**config.mk**
```make
export PLATFORM = sky130hd
export DESIGN_NAME = pidrob_ram
export DESIGN_NICKNAME = d
export VERILOG_FILES = /design/src/sv/pidrob_ram.sv
export SDC_FILE = /design/constraint.sdc
export NUM_CORES = 1
export LEC_CHECK = 0
export BUFFER_PORTS_ARGS = -buffer_cell sky130_fd_sc_hd__clkbuf_2
export CAP_MARGIN = 15
export CELL_PAD_IN_SITES_DETAIL_PLACEMENT = 0
export CELL_PAD_IN_SITES_GLOBAL_PLACEMENT = 2
export CORE_AREA = 2 2 108 110
export DETAILED_ROUTE_END_ITERATION = 6
export DIE_AREA = 0 0 110 112
export PLACE_DENSITY_LB_ADDON = 0.1
export SLEW_MARGIN = 20
export SYNTH_ARGS = -nofsm -noshare
export SYNTH_HDL_FRONTEND = slang
export SYNTH_SLANG_ARGS = --single-unit
```
**constraint.sdc**
```tcl
create_clock -name i_clk -period 2.67 [get_ports i_clk]
set_input_delay 0.534 -clock i_clk [delete_from_list [all_inputs] [get_ports i_clk]]
set_output_delay 0.534 -clock i_clk [all_outputs]
set_load 0.03 [all_outputs]
```
**src/sv/pidrob_ram.sv**
```systemverilog
// ----------------------------------------------------------------------------
// Generic simple dual-port RAM
// One write port and one read port with a registered read.
// ----------------------------------------------------------------------------
module pidrob_ram #(
    parameter int  WIDTH = 8,
    parameter int  DEPTH = 16,
    localparam int AW    = (DEPTH > 1) ? $clog2(DEPTH) : 1
) (
    input  logic             i_clk,
    input  logic             i_we,
    input  logic [AW-1:0]    i_waddr,
    input  logic [WIDTH-1:0] i_wdata,
    input  logic             i_re,
    input  logic [AW-1:0]    i_raddr,
    output logic [WIDTH-1:0] o_rdata
);

    logic [WIDTH-1:0] r_mem [DEPTH];
    logic [WIDTH-1:0] r_rdata;

    // Write port.
    always_ff @(posedge i_clk) begin
        if (i_we) begin
            r_mem[i_waddr] <= i_wdata;
        end
    end

    // Registered read port; the data holds until the next read.
    always_ff @(posedge i_clk) begin
        if (i_re) begin
            r_rdata <= r_mem[i_raddr];
        end
    end

    assign o_rdata = r_rdata;

endmodule

```
==> flow_summary.json <==
{
  "status": "completed",
  "power.share.clock_pct": 44.5,
  "final_cells": 443,
  "irDropWorstVdd_uv": 368.4,
  "diodes": 0,
  "h-tree-depth": 4,
  "p_sw_share_pct": 19.64,
  "cts_root_buffer": "clkbuf_16",
  "worst_pin_slew_ps": 497.0,
  "fin_setup_tns_ps": 0,
  "switchingPower_mw": 0.9427,
  "routedWlPerCell_um": 22.91,
  "via_count": 2435,
  "io-pin-count": 27,
  "hold_path_class": "in2reg",
  "placed_cells": 411,
  "setup_ws_ps": 747.5,
  "area_growth_pct": 18.72,
  "syn-cell-area_mm2": 0.005228,
  "report.final.slew_viol_count": 0,
  "layout.nets": 306,
  "yosys_warnings": 0,
  "grt_pass1_wl_mm": 15.32,
  "core-area_mm2": 0.01117,
  "max_cap_viol_count": 0,
  "yosysTopAreaCell": "edfxtp_1",
  "die_area_mm2": 0.01232,
  "setup.worst_path.class": "in2reg",
  "rsz0062_at_grt": "no",
  "drc": 0,
  "hold_viol": 0,
  "drive_gt1_share_pct": 31.33,
  "cp_data_arrival_time_ps": 2070,
  "grtUsageTotal_pct": 18.22,
  "synthTopCellsByArea": "edfxtp_1 (78%), mux4_2 (7.8%), mux4_1 (7.0%), a22oi_1 (2.3%), nor2_1 (0.93%)",
  "ant_nets": 0,
  "dp_hpwl_mm": 6.530,
  "cts.path.max_buffers": 2,
  "p_comb_share_pct": 5.1,
  "insertion_delay_ps": 400,
  "ys_ff_latch": 136,
  "dp_worst_setup_slack_ps": 363.2,
  "start_kind": "input pin",
  "ys_seq_area_share_pct": 78.12,
  "cp_max_fo": 16,
  "portBuffers": 26,
  "power_density_mw_per_mm2": 773.3,
  "cts_sinks": 136,
  "cts_tree": "built",
  "grt_max_degree": 33,
  "grt.overflow.total": 0,
  "synth.top_cell.area_share_pct": 78.12,
  "yosysUniqueCellTypes": 18,
  "vias_per_cell": 5.497,
  "ctsHoldBuffers": 0,
  "synth_nets": 248,
  "seqPwrFrac_pct": 50.4,
  "drt-initial-drc-count": 165,
  "die_h_um": 112,
  "cp.required_ps": 2820,
  "cellLeakagePower_nw": 2.119,
  "start_util_pct": 46.78,
  "drt-pass1-iter-count": 4,
  "drt-total-wl_mm": 10.15,
  "fillers": 845,
  "synthCells": 229,
  "syn_area_per_cell_um2": 22.83,
  "rows": 39,
  "gp_congestion": 0.7049,
  "slew_headroom_pct": 66.75,
  "end_kind": "flop",
  "min_period_ps": 1922,
  "clk_pin_slew_ps": 50,
  "antenna_found_initial": 0,
  "post_cts_resized": 0,
  "setup_viol": 0,
  "internal-power_mw": 3.856,
  "clock.fmax_mhz": 520.2,
  "grt_pass1_vias": 2459,
  "fin_crit_sh_pct": 72.00,
  "cts-buffers-inserted": 17,
  "die_w_um": 110,
  "skew_ps": 3.893,
  "cts_setup_buffers": 0
}
==> cell usage after synthesis <==
| cell | n |
|---|---|
| and2_1 | 1 |
| nand3_1 | 1 |
| edfxtp_1 | 136 |
| nor2_1 | 13 |
| nand3b_1 | 2 |
| buf_2 | 3 |
| and2b_1 | 1 |
| mux4_1 | 14 |
| mux4_2 | 18 |
| buf_4 | 1 |
| nand2_1 | 9 |
| clkdlybuf4s25_2 | 3 |
| buf_6 | 3 |
| nand2b_1 | 2 |
| nor2b_1 | 1 |
| a22oi_1 | 16 |
| or3b_2 | 1 |
| nor3_1 | 4 |
==> layer usage <==
metal / vias to the layer above / track usage (%) / share of wire, %
met5: - / 0 / 0
met2: 60 / 26.26 / 47
li1: 1099 / - / -
met3: 11 / 4.450 / 4.1
met1: 1265 / 27.78 / 48
met4: 0 / 5.570 / 0.84
==> flip-flops by register name (all words and copies together), names as in the netlist <==
name     count
r_mem      128
o_rdata      8
==> metrics by stage <==
stage / hold WS [ps] / cell area, um^2 / power (mW) / util [%]
2_1_floorplan: 632.9 / 5228 / 2.602 / -
3_3_place_gp: 731.8 / 5660 / 2.708 / 50.65
3_5_place_dp: 741.7 / 5660 / 2.711 / 50.65
4_1_cts: 536.2 / 6206 / 4.850 / 55.54
5_1_grt: 547.3 / 6206 / 4.969 / 55.54
6_report: 546.7 / 6206 / 4.799 / 55.54
==> cell usage in the layout, fill, tap and decap left out, drive strengths merged, types with 2 or more instances in the layout <==
cell type / Yosys / routed
buf: 7 / 23
nor3: 4 / 4
nand3b: 2 / 2
nor2: 13 / 13
edfxtp: 136 / 136
nand2: 9 / 9
clkinv: 0 / 9
nand2b: 2 / 2
clkbuf: 0 / 46
bufinv: 0 / 2
mux4: 32 / 32
a22oi: 16 / 16
==> final timing paths <==
path | cells past startpoint | to | startpoint | slack [ps]
max | 5 | o_rdata[2] | i_raddr[0] | 750
min | 1 | o_rdata[2] | i_re | 550
max reg2reg | 3 | o_rdata[2] | r_mem[1][2] | 1110
min reg2reg | 3 | o_rdata[4] | r_mem[15][4] | 750
==> cells by family (layout without fill, tap and decap cells) <==
| group | Yosys count | count (layout) | share of synthesized area [%] |
|---|---|---|---|
| DFF | 136 | 136 | 78.12 |
| and+or+nand+nor | 35 | 35 | 3.136 |
| muxes | 32 | 32 | 14.79 |
| AOI/OAI and AO/OA | 16 | 16 | 2.298 |
| buffers and inverters | 10 | 81 | 1.651 |
==> worst max-delay path: stages <==
cell and delay [ps]:
clkbuf_2 280, buf_12 230, mux4_1 580, a22oi_1 330, nand2_1 100
==> final cells by class <==
type / instances / area, um^2 / area share [%]
Sequential cell: 136 / 4084 / 65.81
Clock buffer: 20 / 436.7 / 7.036
Tap cell: 143 / 178.9 / 2.883
Clock inverter: 12 / 108.9 / 1.754
Timing Repair Buffer: 49 / 340.3 / 5.484
Multi-Input combinational cell: 83 / 1057 / 17.04
==> power groups by stage <==
stage               clock network (mW)  logic (mW)  registers [mW]
floorplan                            0       0.121            2.48
CTS                               2.18       0.249            2.42
global route                      2.28       0.266            2.42
detailed placement                   0       0.248            2.46
finish                            2.13       0.245            2.42
global placement                     0       0.247            2.46
(Power assumes the default switching activity.)
