File: config.mk
export PLATFORM = sky130hd
export DESIGN_NAME = pidrob_ostage
export DESIGN_NICKNAME = d
export VERILOG_FILES = /design/src/sv/pidrob_pkg.sv /design/src/sv/pidrob_ostage.sv
export SDC_FILE = /design/constraint.sdc
export NUM_CORES = 1
export LEC_CHECK = 0
export BUFFER_PORTS_ARGS = -buffer_cell sky130_fd_sc_hd__buf_2
export CAP_MARGIN = 5
export CELL_PAD_IN_SITES_DETAIL_PLACEMENT = 0
export CELL_PAD_IN_SITES_GLOBAL_PLACEMENT = 1
export CORE_MARGIN = 4
export CORE_UTILIZATION = 28
export DETAILED_ROUTE_END_ITERATION = 10
export PLACE_DENSITY_LB_ADDON = 0.1
export RECOVER_POWER = 50
export SLEW_MARGIN = 15
export SYNTH_ARGS = -nofsm -noshare
export SYNTH_HDL_FRONTEND = slang
export SYNTH_SLANG_ARGS = --single-unit
File: constraint.sdc
create_clock -name i_clk -period 0.8 [get_ports i_clk]
set_clock_uncertainty 0.1 [all_clocks]
set_input_delay 0.08 -clock i_clk [delete_from_list [all_inputs] [get_ports i_clk]]
set_output_delay 0.08 -clock i_clk [all_outputs]
set_load 0.01 [all_outputs]
File: src/sv/pidrob_pkg.sv
// ----------------------------------------------------------------------------
// Per-id reorder buffer package
// Transaction field types, sequencer states and fixed constants shared by
// the reorder buffer modules.
// ----------------------------------------------------------------------------
package pidrob_pkg;

    // Fixed field widths of the request and release transactions.
    localparam int SRC_W       = 4;
    localparam int TID_W       = 5;
    localparam int SEQ_FIELD_W = 4;
    localparam int PAY_FIELD_W = 32;

    // Upper bound on the number of requests released by one input.
    localparam int MAX_RUN = 16;
    localparam int CNT_W   = $clog2(MAX_RUN + 1);

    // Incoming request transaction.
    typedef struct packed {
        logic [SRC_W-1:0]       source_index;
        logic [TID_W-1:0]       trans_id;
        logic [SEQ_FIELD_W-1:0] seq_num;
        logic [PAY_FIELD_W-1:0] payload;
    } t_req;

    // Released request transaction.
    typedef struct packed {
        logic [SRC_W-1:0]       out_source;
        logic [TID_W-1:0]       out_trans_id;
        logic [SEQ_FIELD_W-1:0] out_seq;
        logic [PAY_FIELD_W-1:0] out_payload;
        logic                   last_of_run;
    } t_rsp;

    // Sequencer states.
    typedef enum logic [1:0] {
        S_CLEAR,
        S_IDLE,
        S_DRAIN
    } t_state;

endpackage

File: src/sv/pidrob_ostage.sv
// ----------------------------------------------------------------------------
// Reorder buffer output stage
// Holds one released transaction until the downstream side takes it.
// ----------------------------------------------------------------------------
module pidrob_ostage (
    input  logic              i_clk,
    input  logic              i_rst_n,
    input  logic              i_load,
    input  pidrob_pkg::t_rsp  i_data,
    input  logic              i_ready,
    output logic              o_valid,
    output pidrob_pkg::t_rsp  o_data,
    output logic              o_free
);
    import pidrob_pkg::*;

    logic r_valid;
    t_rsp r_data;

    // The stage can be refilled when empty or when its content leaves now.
    assign o_free = !r_valid || i_ready;

    // Valid flag.
    always_ff @(posedge i_clk) begin
        if (!i_rst_n) begin
            r_valid <= 1'b0;
        end else if (i_load) begin
            r_valid <= 1'b1;
        end else if (i_ready) begin
            r_valid <= 1'b0;
        end
    end

    // Payload register.
    always_ff @(posedge i_clk) begin
        if (i_load) begin
            r_data <= i_data;
        end
    end

    assign o_valid = r_valid;
    assign o_data  = r_data;

endmodule

==> results.py <==
metrics = {
    "outcome": {
        "status": "complete, but fails checks",
        "violations": "negative setup slack",
    },
    "floorplan": {
        "start_util_pct": 29.5,
        "boundaryPins": 98,
        "fp.dieW_um": 79.5,
        "die_h_um": 79.5,
        "design.core.area_um2": 4850,
        "die-area_um2": 6310,
        "rows": 25,
    },
    "critical_path": {
        "endpoint_kind": "output pin",
        "r2r_end": "o_valid",
        "crit_fanout": 2,
        "critPathCapture": "o_free",
        "cp.required_ps": 620,
        "r2r_start": "o_valid",
        "rrSetupSlack_ps": 10,
        "criticalPathCategory": "reg2out",
        "start_kind": "flip-flop",
        "rr_worst_depth": 3,
        "arrival_ps": 830,
        "crit_start": "o_valid",
    },
    "grt": {
        "grt-ovfl-total": 0,
        "grt_pass1_vias": 1163,
        "grt_max_degree": 26,
        "grt_pass1_wl_um": 5520,
        "grt_use_total_pct": 11.7,
        "antenna_found_initial": 0,
    },
    "placed_design": {
        "dpl-instance-area_um2": 2040,
        "numPortBuffers": 97,
        "gp_congestion": 0.625,
        "dp_worst_setup_slack_ps": -24.6,
    },
    "yosys": {
        "synthesis.area_um2": 1430,
        "synth_top_cell_area_share_pct": 96.6,
        "postSynthAreaPerCell_um2": 28.6,
        "ys_types": 5,
        "ys_warn_count": 0,
        "syn_nets": 100,
        "synth_area_leaders": "edfxtp_1, dfxtp_1, nand2b_4",
        "syn_inst": 50,
        "yosys.area.top_type": "edfxtp_1",
        "synth-seq-cells": 47,
        "seq_area_frac_synth_pct": 98.0,
    },
    "final_layout": {
        "final_nets": 254,
        "n_antenna_cell": 0,
        "design_area_um2": 2590,
        "drive_gt1_share_pct": 53.2,
        "final.fill_count": 406,
        "area_growth_pct": 81.4,
    },
    "timing": {
        "finalWorstSetupSlack_ps": -208,
        "rsz0062_at_grt": "yes",
        "maxSlewViolCount": 0,
        "maxSlewHeadroom_pct": 77.2,
        "hold_viol": 0,
        "hold_ws_ps": 33.9,
        "worst_pin_slew_ps": 342,
        "finalSetupViolCount": 49,
        "min_period_over_period_pct": 126,
        "fmax_ghz": 0.992,
        "min_period_ps": 1010,
    },
    "route": {
        "antenna_left": 0,
        "viasPerCell": 3.82,
        "routed-via-count": 1038,
        "drc": 0,
        "route.detailed.wl_per_inst_um": 12.6,
        "drt_iter0_markers": 24,
        "drt_wl_total_um": 3430,
        "first_pass_iters": 3,
    },
    "clock_network": {
        "cts_sinks": 47,
        "cts_root_buffer": "clkbuf_8",
        "cts_max_level": 2,
        "clockBufferDepth": 2,
        "cts_tree": "done",
        "cts_buffers": 5,
        "worstSkewPairLatency_ps": 290,
        "clkTransAtPathRegs_ps": 80,
    },
    "run": {
        "maxCapViolCount": 0,
    },
    "power_and_ir_drop": {
        "internal_power_uw": 3900,
        "p_sw_share_pct": 21.4,
        "power_frac_seq_pct": 59.6,
        "peakVddDrop_mv": 1.18,
        "power_density_nw_per_um2": 1910,
        "p_comb_share_pct": 13.3,
        "power_uw": 4960,
        "power_frac_clock_pct": 27.1,
        "p_leak_uw": 0.00111,
        "switchingPower_uw": 1060,
    },
    "hold_path": {
        "min_path_type": "in2reg",
    },
}
-- layer usage --
| metal | GRT usage, % | routed length, um |
|---|---|---|
| met1 | 12.2 | 1210 |
| met2 | 21.2 | 1790 |
| met3 | 4.97 | 418 |
| met4 | 3.61 | 14 |
| met5 | 0 | 0 |
-- Yosys cell counts --
| cell type | instances |
|---|---|
| a21boi_2 | 1 |
| dfxtp_1 | 1 |
| inv_1 | 1 |
| edfxtp_1 | 46 |
| nand2b_4 | 1 |
-- kinds of logic after synthesis --
group,after synthesis,synth area share [%]
flip-flops,47,98.0
buffers and inverters,1,0.262
AO/OA/AOI/OAI,1,0.787
AND/OR/NAND/NOR,1,0.962
-- critical path: stages (launching register included) --
cell and delay (ps):
dfxtp_2 360, nand2b_4 60, buf_6 120
-- how the worst min path moves through the flow --
stage | startpoint | cells after the start | slack, ps | to
2_1_floorplan | i_data[0] | 0 | 80 | o_data[0]
3_3_place_gp | i_data[2] | 1 | 160 | o_data[2]
3_5_place_dp | i_data[19] | 1 | 160 | o_data[19]
4_1_cts | i_ready | 3 | -50 | o_valid
5_1_grt | i_ready | 4 | 40 | o_valid
6_report | i_ready | 4 | 30 | o_valid
-- through the flow --
| stage | setup TNS, ps | std cells | util (%) |
|---|---|---|---|
| after CTS | -9430 | 271 | 53.7 |
| final | -8480 | 272 | 53.5 |
| after floorplan | 0 | 50 | - |
| after global placement | -320 | 216 | 42.1 |
| after global routing | -11060 | 272 | 53.5 |
| after detailed placement | -738 | 216 | 42.1 |
-- cell usage in the layout (no fill, tap or decap) --
| cell | instances |
|---|---|
| nand2b_4 | 1 |
| clkinvlp_4 | 1 |
| buf_6 | 3 |
| clkbuf_4 | 2 |
| dlygate4sd3_1 | 47 |
| a21boi_2 | 1 |
| inv_1 | 1 |
| clkbuf_8 | 5 |
| clkbuf_1 | 2 |
| buf_2 | 94 |
| edfxtp_1 | 46 |
| dfxtp_2 | 1 |
| clkinv_2 | 1 |
-- power by group through the flow --
stage	clock (uW)	combinational (uW)	sequential (uW)
6_report	1350	659	2960
5_1_grt	1550	720	2980
4_1_cts	1410	675	2960
3_5_place_dp	0	494	3010
3_3_place_gp	0	489	3010
2_1_floorplan	0	11.2	3130
-- registers in the layout, summed over array words and instances (netlist names) --
name     flops
o_data      46
o_valid      1
-- layout make-up --
cell class	count	area [um^2]	share of cell area (%)
multi-input combinational	2	25.0	0.965
clock buffer	6	72.6	2.80
inverter	1	3.75	0.145
sequential	47	1400	54.1
timing repair buffer	147	993	38.3
clock inverter	2	12.5	0.482
tap	67	83.8	3.23
-- timing repair --
action | 4_1_cts | 5_1_grt
endpoints found under the hold margin | 47 | 0
gates resized for setup | 2 | 2
pin swaps | 0 | 1
hold buffers | 47 | 0
setup buffers | 0 | 1
setup endpoints to repair | 48 | 48
No activity file was read; power rests on OpenSTA's default activity.
